<file path="src/rtl/core/tts_pkg.sv">
// ----------------------------------------------------------------------------
// tts_pkg
// Shared types and constants for the tick driven task slot scheduler.
// ----------------------------------------------------------------------------
`default_nettype none

package tts_pkg;

  localparam int CODE_W       = 16;
  localparam int DELAY_W      = 16;
  localparam int PEND_W       = 8;
  localparam int SLOT_W       = 6;
  localparam int RESULT_LIMIT = 8;
  localparam int CNT_W        = $clog2(RESULT_LIMIT + 1);
  localparam int IN_DATA_W    = 56;
  localparam int OUT_DATA_W   = 24;

  typedef enum logic [1:0] {
    OP_TICK     = 2'd0,
    OP_ADD      = 2'd1,
    OP_DISPATCH = 2'd2,
    OP_DELETE   = 2'd3
  } opcode_t;

  typedef enum logic [1:0] {
    ST_OK    = 2'd0,
    ST_FULL  = 2'd1,
    ST_NONE  = 2'd2,
    ST_EMPTY = 2'd3
  } status_t;

  typedef enum logic [1:0] {
    S_IDLE,
    S_ADD_WALK,
    S_DSP_WALK,
    S_DSP_END
  } state_t;

  // broadcast from the controller to every slot cell
  typedef struct packed {
    logic                tick;
    logic                shift;
    logic                flush;
    logic                write;
    logic                take;
    logic                del;
    logic [SLOT_W-1:0]   slot_index;
    logic [CODE_W-1:0]   code;
    logic [DELAY_W-1:0]  delay;
    logic [DELAY_W-1:0]  period;
  } cell_ctl_t;

  // per-cell view, token-qualified except sel_occ
  typedef struct packed {
    logic                occupied;
    logic                due;
    logic                sel_occ;
    logic [CODE_W-1:0]   code;
  } cell_stat_t;

endpackage

`default_nettype wire

</file>
<file path="src/rtl/core/tick_driven_task_slot_scheduler_top.sv">
// ----------------------------------------------------------------------------
// tick_driven_task_slot_scheduler_top
// Time triggered cooperative task scheduler built as a row of slot cells.
// ----------------------------------------------------------------------------
// Requests are taken one at a time, once the result register is empty. Tick
// acts on all slot cells at once and delete on the addressed cell; both
// present their result in the cycle after the request. Add and dispatch send
// a token down the row of slot cells, one cell per cycle while dispatch is
// not held up by a result that waits for tready. Dispatch gives at most eight
// results, one per due slot in slot order, or one none result if no slot is
// due; the last one carries tlast.
`default_nettype none

module tick_driven_task_slot_scheduler_top #(
  parameter int TASK_SLOTS = 8
) (
  input  wire                              clk,
  input  wire                              rst,
  input  wire                              s_axis_tvalid,
  output logic                             s_axis_tready,
  // task_code[15:0], first_delay[31:16], repeat_period[47:32],
  // slot_index[53:48], zero[55:54]
  input  wire  [tts_pkg::IN_DATA_W-1:0]    s_axis_tdata,
  // opcode[1:0]
  input  wire  [1:0]                       s_axis_tuser,
  output logic                             m_axis_tvalid,
  input  wire                              m_axis_tready,
  // slot[5:0], due_code[21:6], zero[23:22]
  output logic [tts_pkg::OUT_DATA_W-1:0]   m_axis_tdata,
  // status[1:0]
  output logic [1:0]                       m_axis_tuser,
  output logic                             m_axis_tlast
);

  tts_pkg::cell_ctl_t   ctl;
  tts_pkg::cell_stat_t  stat;
  tts_pkg::cell_stat_t  cell_stat [TASK_SLOTS];
  logic                 tok_chain [TASK_SLOTS];
  logic                 tok_start;

  for (genvar i = 0; i < TASK_SLOTS; i++) begin : g_cell
    tts_cell #(
      .INDEX (i)
    ) u_cell (
      .clk     (clk),
      .rst     (rst),
      .ctl     (ctl),
      .tok_in  ((i == 0) ? tok_start : tok_chain[(i == 0) ? 0 : i - 1]),
      .tok_out (tok_chain[i]),
      .stat    (cell_stat[i])
    );
  end

  // only the token holder (or the delete target) drives nonzero
  always_comb begin
    stat = '0;
    for (int i = 0; i < TASK_SLOTS; i++) begin
      stat = tts_pkg::cell_stat_t'(stat | cell_stat[i]);
    end
  end

  tts_ctrl #(
    .TASK_SLOTS (TASK_SLOTS)
  ) u_ctrl (
    .clk           (clk),
    .rst           (rst),
    .s_axis_tvalid (s_axis_tvalid),
    .s_axis_tready (s_axis_tready),
    .s_axis_tdata  (s_axis_tdata),
    .s_axis_tuser  (s_axis_tuser),
    .m_axis_tvalid (m_axis_tvalid),
    .m_axis_tready (m_axis_tready),
    .m_axis_tdata  (m_axis_tdata),
    .m_axis_tuser  (m_axis_tuser),
    .m_axis_tlast  (m_axis_tlast),
    .ctl           (ctl),
    .tok_start     (tok_start),
    .stat          (stat)
  );

endmodule

`default_nettype wire

</file>
<file path="src/rtl/core/tts_cell.sv">
// ----------------------------------------------------------------------------
// tts_cell
// One task slot: holds code, delay, period and pending runs, and passes the
// walk token on to the next slot.
// ----------------------------------------------------------------------------
`default_nettype none

module tts_cell #(
  parameter int INDEX = 0
) (
  input  wire                 clk,
  input  wire                 rst,
  input  tts_pkg::cell_ctl_t  ctl,
  input  wire                 tok_in,
  output logic                tok_out,
  output tts_pkg::cell_stat_t stat
);

  logic                           tok;
  logic                           occupied;
  logic [tts_pkg::PEND_W-1:0]     pending;
  logic [tts_pkg::CODE_W-1:0]     code;
  logic [tts_pkg::DELAY_W-1:0]    delay;
  logic [tts_pkg::DELAY_W-1:0]    period;
  logic                           del_hit;
  logic                           fire;

  assign del_hit = ctl.del && (ctl.slot_index == tts_pkg::SLOT_W'(INDEX));
  assign fire    = ctl.tick && occupied && (delay == '0);

  always_ff @(posedge clk) begin
    if (rst) begin
      tok      <= 1'b0;
      occupied <= 1'b0;
      pending  <= '0;
    end else begin
      if (ctl.flush) begin
        tok <= 1'b0;
      end else if (ctl.shift) begin
        tok <= tok_in;
      end
      if (fire && pending != '1) begin
        pending <= pending + 1'b1;
      end
      if (ctl.write && tok) begin
        occupied <= 1'b1;
        pending  <= '0;
      end
      if (ctl.take && tok) begin
        // one-shot task leaves the table once run
        if (period == '0) begin
          occupied <= 1'b0;
          pending  <= '0;
        end else begin
          pending <= pending - 1'b1;
        end
      end
      if (del_hit) begin
        occupied <= 1'b0;
        pending  <= '0;
      end
    end
  end

  always_ff @(posedge clk) begin
    if (ctl.write && tok) begin
      code   <= ctl.code;
      delay  <= ctl.delay;
      period <= ctl.period;
    end else if (ctl.tick && occupied) begin
      if (delay == '0) begin
        if (period != '0) begin
          delay <= period;
        end
      end else begin
        delay <= delay - 1'b1;
      end
    end
  end

  assign tok_out       = tok;
  assign stat.occupied = tok && occupied;
  assign stat.due      = tok && occupied && (pending != '0);
  assign stat.sel_occ  = del_hit && occupied;
  assign stat.code     = tok ? code : '0;

endmodule

`default_nettype wire

</file>
<file path="src/rtl/core/tts_ctrl.sv">
// ----------------------------------------------------------------------------
// tts_ctrl
// Request decode, token walk sequencing and the result register.
// ----------------------------------------------------------------------------
`default_nettype none

module tts_ctrl #(
  parameter int TASK_SLOTS = 8
) (
  input  wire                                clk,
  input  wire                                rst,
  input  wire                                s_axis_tvalid,
  output logic                               s_axis_tready,
  input  wire  [tts_pkg::IN_DATA_W-1:0]      s_axis_tdata,
  input  wire  [1:0]                         s_axis_tuser,
  output logic                               m_axis_tvalid,
  input  wire                                m_axis_tready,
  output logic [tts_pkg::OUT_DATA_W-1:0]     m_axis_tdata,
  output logic [1:0]                         m_axis_tuser,
  output logic                               m_axis_tlast,
  output tts_pkg::cell_ctl_t                 ctl,
  output logic                               tok_start,
  input  tts_pkg::cell_stat_t                stat
);

  localparam int POS_W = (TASK_SLOTS > 1) ? $clog2(TASK_SLOTS) : 1;

  tts_pkg::state_t                 state, state_next;
  logic [POS_W-1:0]                pos;
  logic [tts_pkg::CNT_W-1:0]       cnt;
  logic [tts_pkg::CODE_W-1:0]      code_r;
  logic [tts_pkg::DELAY_W-1:0]     delay_r;
  logic [tts_pkg::DELAY_W-1:0]     period_r;

  logic                            out_valid;
  tts_pkg::status_t                out_status;
  logic [tts_pkg::SLOT_W-1:0]      out_slot;
  logic [tts_pkg::CODE_W-1:0]      out_code;
  logic                            out_last;

  logic                            hold_valid;
  logic [tts_pkg::SLOT_W-1:0]      hold_slot;
  logic [tts_pkg::CODE_W-1:0]      hold_code;

  logic                            accept;
  tts_pkg::opcode_t                op;
  logic [tts_pkg::SLOT_W-1:0]      in_slot;
  logic                            at_end;
  logic                            out_free;
  logic [tts_pkg::SLOT_W-1:0]      pos_slot;

  logic                            load_out;
  tts_pkg::status_t                out_status_next;
  logic [tts_pkg::SLOT_W-1:0]      out_slot_next;
  logic [tts_pkg::CODE_W-1:0]      out_code_next;
  logic                            out_last_next;
  logic                            emit;
  logic                            hold_clear;

  assign accept   = s_axis_tvalid && s_axis_tready;
  assign op       = tts_pkg::opcode_t'(s_axis_tuser);
  assign in_slot  = s_axis_tdata[53:48];
  assign at_end   = (pos == POS_W'(TASK_SLOTS - 1));
  assign out_free = !out_valid || m_axis_tready;
  assign pos_slot = tts_pkg::SLOT_W'(pos);

  assign s_axis_tready = (state == tts_pkg::S_IDLE) && !out_valid;

  // next state
  always_comb begin
    state_next = state;
    unique case (state)
      tts_pkg::S_IDLE: begin
        if (accept && op == tts_pkg::OP_ADD) begin
          state_next = tts_pkg::S_ADD_WALK;
        end else if (accept && op == tts_pkg::OP_DISPATCH) begin
          state_next = tts_pkg::S_DSP_WALK;
        end
      end
      tts_pkg::S_ADD_WALK: begin
        if (ctl.flush) begin
          state_next = tts_pkg::S_IDLE;
        end
      end
      tts_pkg::S_DSP_WALK: begin
        if (ctl.flush) begin
          state_next = tts_pkg::S_DSP_END;
        end
      end
      tts_pkg::S_DSP_END: begin
        if (out_free) begin
          state_next = tts_pkg::S_IDLE;
        end
      end
      default: state_next = tts_pkg::S_IDLE;
    endcase
  end

  // outputs and cell commands
  always_comb begin
    ctl             = '0;
    ctl.code        = code_r;
    ctl.delay       = delay_r;
    ctl.period      = period_r;
    ctl.slot_index  = in_slot;
    tok_start       = 1'b0;
    load_out        = 1'b0;
    out_status_next = tts_pkg::ST_OK;
    out_slot_next   = '0;
    out_code_next   = '0;
    out_last_next   = 1'b1;
    emit            = 1'b0;
    hold_clear      = 1'b0;
    unique case (state)
      tts_pkg::S_IDLE: begin
        if (accept) begin
          unique case (op)
            tts_pkg::OP_TICK: begin
              ctl.tick = 1'b1;
              load_out = 1'b1;
            end
            tts_pkg::OP_DELETE: begin
              ctl.del         = 1'b1;
              load_out        = 1'b1;
              out_status_next = stat.sel_occ ? tts_pkg::ST_OK : tts_pkg::ST_EMPTY;
              out_slot_next   = in_slot;
            end
            tts_pkg::OP_ADD, tts_pkg::OP_DISPATCH: begin
              tok_start = 1'b1;
              ctl.shift = 1'b1;
            end
            default: ;
          endcase
        end
      end
      tts_pkg::S_ADD_WALK: begin
        if (!stat.occupied) begin
          ctl.write     = 1'b1;
          ctl.flush     = 1'b1;
          load_out      = 1'b1;
          out_slot_next = pos_slot;
        end else if (at_end) begin
          ctl.flush       = 1'b1;
          load_out        = 1'b1;
          out_status_next = tts_pkg::ST_FULL;
        end else begin
          ctl.shift = 1'b1;
        end
      end
      tts_pkg::S_DSP_WALK: begin
        if (stat.due) begin
          if (!hold_valid) begin
            emit = 1'b1;
          end else if (out_free) begin
            // previous due slot goes out, it is not the final one
            emit          = 1'b1;
            load_out      = 1'b1;
            out_slot_next = hold_slot;
            out_code_next = hold_code;
            out_last_next = 1'b0;
          end
        end
        ctl.take = emit;
        if (emit || !stat.due) begin
          if ((emit && cnt == tts_pkg::CNT_W'(tts_pkg::RESULT_LIMIT - 1)) || at_end) begin
            ctl.flush = 1'b1;
          end else begin
            ctl.shift = 1'b1;
          end
        end
      end
      tts_pkg::S_DSP_END: begin
        if (out_free) begin
          load_out   = 1'b1;
          hold_clear = 1'b1;
          if (hold_valid) begin
            out_slot_next = hold_slot;
            out_code_next = hold_code;
          end else begin
            out_status_next = tts_pkg::ST_NONE;
          end
        end
      end
      default: ;
    endcase
  end

  always_ff @(posedge clk) begin
    if (rst) begin
      state      <= tts_pkg::S_IDLE;
      out_valid  <= 1'b0;
      hold_valid <= 1'b0;
    end else begin
      state <= state_next;
      if (load_out) begin
        out_valid <= 1'b1;
      end else if (m_axis_tready) begin
        out_valid <= 1'b0;
      end
      if (emit) begin
        hold_valid <= 1'b1;
      end else if (hold_clear) begin
        hold_valid <= 1'b0;
      end
    end
  end

  always_ff @(posedge clk) begin
    if (load_out) begin
      out_status <= out_status_next;
      out_slot   <= out_slot_next;
      out_code   <= out_code_next;
      out_last   <= out_last_next;
    end
    if (emit) begin
      hold_slot <= pos_slot;
      hold_code <= stat.code;
    end
    if (tok_start) begin
      pos <= '0;
      cnt <= '0;
    end else begin
      if (ctl.shift) begin
        pos <= pos + 1'b1;
      end
      if (emit) begin
        cnt <= cnt + 1'b1;
      end
    end
    if (accept && op == tts_pkg::OP_ADD) begin
      code_r   <= s_axis_tdata[15:0];
      delay_r  <= s_axis_tdata[31:16];
      period_r <= s_axis_tdata[47:32];
    end
  end

  assign m_axis_tvalid = out_valid;
  assign m_axis_tuser  = out_status;
  assign m_axis_tlast  = out_last;
  assign m_axis_tdata  = {2'b00, out_code, out_slot};

endmodule

`default_nettype wire

</file>
<file path="config.mk">
export PLATFORM = sky130hd
export DESIGN_NAME = tick_driven_task_slot_scheduler_top
export DESIGN_NICKNAME = d
export VERILOG_FILES = /design/src/rtl/core/tts_pkg.sv /design/src/rtl/core/tick_driven_task_slot_scheduler_top.sv /design/src/rtl/core/tts_cell.sv /design/src/rtl/core/tts_ctrl.sv
export SDC_FILE = /design/constraint.sdc
export NUM_CORES = 1
export LEC_CHECK = 0
export ABC_AREA = 0
export BUFFER_PORTS_ARGS = -buffer_cell sky130_fd_sc_hd__buf_2
export CORE_MARGIN = 2
export CORE_UTILIZATION = 30
export DETAILED_ROUTE_END_ITERATION = 6
export GPL_ROUTABILITY_DRIVEN = 0
export PLACE_DENSITY = 0.52
export SYNTH_ARGS = -nofsm -noshare
export SYNTH_HDL_FRONTEND = slang
export SYNTH_HIERARCHICAL = 1
export SYNTH_SLANG_ARGS = --single-unit
</file>
<file path="constraint.sdc">
create_clock -name clk -period 5 [get_ports clk]
set_input_delay 1 -clock clk [delete_from_list [all_inputs] [get_ports clk]]
set_output_delay 1 -clock clk [all_outputs]
set_load 0.01 [all_outputs]
</file>
==> impl_results.md <==
* Status: finished clean
* CTS H-Tree Depth at 3
* Register-to-register setup slack at 0.99 ns
* Kind of end point of the critical path: register
* Detailed-placement wirelength estimate at 54900 um
* Number of antenna cells inserted at 0
* Post-Route WL at 83800 um
* Quantity of hold-fixing buffers added after cts at 0
* Count of vias placed by the detailed router at 21200
* Most numerous cell on the critical path: nand2_1
* Post-synthesis area per instance at 11.0 um^2
* Clock slew seen by the registers of the worst setup and hold paths at 0.06 ns
* Category of the critical setup timing path: reg2reg
* Total of endpoints with negative setup slack in the final report at 0
* Fraction of the cycle the final worst path needs at 0.802
* Vias in the first global route at 19900
* Drt via density at 5.28
* Setup TNS at 0 ns
* DR pass1 iterations at 5
* Total overflow reported by the global router at 0
* Pwr/cell area at 330 nW/um^2
* PostCTS Resize Cnt at 0
* IO Port Bufs at 86
* Cell type with the highest aggregate area in the netlist: edfxtp_1
* Req. time, crit path at 5.54 ns
* Final net count at 2812
* Post-Route Utilization at 0.345
* Peak per-stage delay on the critical path at 0.69 ns
* Total of fill cells in the finished design at 9547
* Slew margin rel. at 0.217
* Worst path slowest cell: or4_1
* CTS tree: done
* DP Worst Slack at 1.10 ns
* Number of synthesized flops with an enable pin at 476
* Worst-Skew Late Latency at 0.63 ns
* Crit path launch type: register
* # Max-Cap Violations at 0
* Leading post-synthesis cells by cell area: edfxtp_1 (49%), dfxtp_1 (6.3%), and2_1 (3.5%)
* Post-synth top area share at 0.495
* Starting density of the core at 0.303
* Post-detailed-route DRC marker count at 0
* Horizontal extent of the die at 314 um
* Top-level I/O count at 91
* Least-Margin Pin Slew at 1.16 ns
* Sink of the worst hold path: u_ctrl/hold_slot[2]
* Post-route minimum period at 4.01 ns
* Commonest register cell after synthesis: edfxtp_1
* Worst hold path class: reg2reg
* Critical path fanouts, max at 21
* Leakage power at 10.9 nW
* PnR worst setup slack at 0.988 ns
* Number of cells traversed by the worst register-to-register path at 13
* Combined global-route utilization of all metal layers at 0.166
* Share of layout cells above drive strength 1 at 0.124
* Cell area after technology mapping at 28900 um^2
* Number of instances in the synthesized netlist at 2624
* Startpoint of the tightest hold check path: u_ctrl/pos[2]
* Skew final at 0.0267 ns
* Number of DRC violations after detailed-routing iteration 0 at 1784
* Capture point of the worst reg-to-reg path: g_cell[3].u_cell/pending[3]
* Distinct cells, synth at 93
* Category of cells accounting for the largest share of critical-path delay: compound AO/OA/AOI/OAI gates
* Total of flip-flops plus latches after synthesis at 567
* Hold violation total from the final report at 0
* Sequential area share after synthesis at 0.558
* CTS Root Cell: clkbuf_16
* Height of the chip at 314 um
* Global-route wire length before repair at 126000 um
* Placeable core region at 95300 um^2
* Number of antenna violations at the first check in global routing at 4
* Number of sinks driven by the clock tree at 567
* Cell chain of the critical path: or4_1, o41a_2, nor4_1, nand2_1, nand2_1, a21oi_4, buf_12, buf_4, o21a_1, o31ai_1, a21oi_1, a211o_1, a31oi_1
* Die footprint at 98800 um^2
* Hold-critical path depth at 0
* Final cell count without fillers at 4015
* Worst R2R Start: g_cell[7].u_cell/pending[3]
* Maximum frequency from static timing analysis at 249 MHz
* Combined buffer and inverter count along the critical path at 2
* Number of buffers added for setup after CTS at 0
* RSZ-0062 raised after global routing: no
* Final max-slew violation count at 0
* Max VDD drop at 213 uV
* Synthesis-to-layout area growth at 13.8%
* Final hold slack at 0.498 ns
* Number of cell rows at 113
* Antenna-violating nets left at 0
* Drt wl/cell at 20.9 um
* Async set-or-reset flop fraction in the synthesized netlist at 0
* Pin count of the biggest net entering global routing at 62
* Number of buffers inserted during clock tree synthesis at 66
* CTS max path bufs at 3
* CP Data Arrival Time at 4.55 ns
* DP Cell Count at 3895
* Synth warnings at 6
-- flip-flops by register name (all words and copies together) (netlist names), 2 cells and up --
| register | count |
|---|---|
| u_ctrl/delay_r | 16 |
| g_cell.u_cell/code | 128 |
| g_cell.u_cell/occupied | 8 |
| u_ctrl/hold_code | 16 |
| g_cell.u_cell/tok_out | 8 |
| u_ctrl/code_r | 16 |
| g_cell.u_cell/period | 128 |
| u_ctrl/state | 2 |
| u_ctrl/period_r | 16 |
| g_cell.u_cell/delay | 128 |
| u_ctrl/cnt | 4 |
| u_ctrl/out_code | 16 |
| u_ctrl/out_slot | 6 |
| u_ctrl/m_axis_tuser | 2 |
| u_ctrl/hold_slot | 3 |
| g_cell.u_cell/pending | 64 |
| u_ctrl/pos | 3 |
-- final cells by class --
| type | instances | area, um^2 | share of cell area |
|---|---|---|---|
| Clock buffer | 76 | 1740 | 0.0530 |
| Clock inverter | 44 | 422 | 0.0128 |
| Inverter | 73 | 274 | 0.00833 |
| Multi-Input combinational cell | 1859 | 11900 | 0.362 |
| Sequential cell | 567 | 16100 | 0.490 |
| Tap cell | 1265 | 1580 | 0.0481 |
| Timing Repair Buffer | 131 | 856 | 0.0260 |
-- logic make-up (layout without fill, tap and decap cells) --
| group | after synthesis | count (layout) | synth area share |
|---|---|---|---|
| buf+inv | 199 | 324 | 0.0316 |
| xor+xnor | 84 | 84 | 0.0255 |
| mux | 65 | 65 | 0.0229 |
| simple gates | 1069 | 1069 | 0.206 |
| flops | 567 | 567 | 0.558 |
| fa+ha+maj | 52 | 52 | 0.0225 |
| compound gates | 587 | 587 | 0.133 |
| other cells | 1 | 2 | 0.000130 |
-- power breakdown --
group / total (W) / switching [W] / internal (W)
Combinational: 0.000550 / 0.000354 / 0.000196
Clock: 0.00488 / 0.00204 / 0.00284
Sequential: 0.00542 / 0.000156 / 0.00526
Total: 0.0108 / 0.00255 / 0.00829
-- cells in the mapped netlist, types with 13 or more instances --
| master | number |
|---|---|
| and2_1 | 162 |
| or3_1 | 18 |
| or2_2 | 13 |
| edfxtp_1 | 476 |
| xnor2_1 | 58 |
| o21a_1 | 22 |
| nand3_1 | 66 |
| nand4_1 | 40 |
| o31ai_1 | 24 |
| o22ai_1 | 13 |
| o211ai_1 | 19 |
| and4_1 | 18 |
| nor3_1 | 59 |
| or4_1 | 15 |
| dfxtp_1 | 91 |
| xor2_1 | 26 |
| nand2b_1 | 14 |
| a31oi_1 | 33 |
| nand2_1 | 268 |
| mux2i_1 | 57 |
| clkbuf_1 | 88 |
| inv_1 | 69 |
| buf_4 | 14 |
| nor4b_1 | 17 |
| nor4_1 | 97 |
| nor2_1 | 182 |
| o21ai_1 | 31 |
| ha_1 | 52 |
| a21oi_1 | 121 |
| a221oi_1 | 16 |
| o21ai_0 | 170 |
-- through the flow --
step	power, W	cell area (um^2)
4_1_cts	0.0110	32900
6_report	0.0108	32900
5_1_grt	0.0112	32900
3_5_place_dp	0.00608	30700
2_1_floorplan	0.00575	28900
3_3_place_gp	0.00608	30700
-- per-layer routing --
| layer | GRT usage | vias to the layer above | routed length [um] |
|---|---|---|---|
| met5 | 0 | - | 21 |
| met4 | 0.0469 | 4 | 1590 |
| met3 | 0.0218 | 99 | 4000 |
| met2 | 0.273 | 574 | 39800 |
| met1 | 0.229 | 10400 | 38400 |
| li1 | - | 10100 | - |
-- cell usage in the layout, fill, tap and decap left out, drive strengths merged, types with 15 or more instances in the layout --
master	count
a31oi	33
or3	18
dfxtp	91
ha	52
o211ai	19
xor2	26
and2	166
inv	80
nand2	269
a221oi	18
nor4	116
a41oi	15
mux2i	57
nand4	44
and4	19
nand3	66
edfxtp	476
o21a	22
xnor2	58
or4	21
o31ai	25
nor2	183
nor3	59
clkbuf	76
o21ai	201
buf	131
a21oi	133
clkinv	27
nor4b	24
-- how the worst max path moves through the flow --
stage                                      startpoint                          end  depth (start not counted)
after detailed placement  g_cell[7].u_cell/pending[3]  g_cell[3].u_cell/pending[3]                         13
after global routing      g_cell[7].u_cell/pending[3]  g_cell[3].u_cell/pending[3]                         13
after global placement    g_cell[7].u_cell/pending[2]  g_cell[3].u_cell/pending[3]                         13
after floorplan              g_cell[1].u_cell/tok_out     g_cell[7].u_cell/code[0]                          9
final                     g_cell[7].u_cell/pending[3]  g_cell[3].u_cell/pending[3]                         13
after CTS                 g_cell[7].u_cell/pending[3]  g_cell[3].u_cell/pending[3]                         13
-- worst register-to-register path: stages, from the launching register on --
cell     delay, ns
dfxtp_1       0.42
or4_1         0.69
o41a_2        0.43
nor4_1        0.35
nand2_1       0.24
nand2_1       0.19
a21oi_4       0.12
buf_12        0.23
buf_4         0.26
o21a_1        0.29
o31ai_1       0.26
a21oi_1       0.07
a211o_1       0.25
a31oi_1       0.14
No activity file was read; power rests on OpenSTA's default activity.
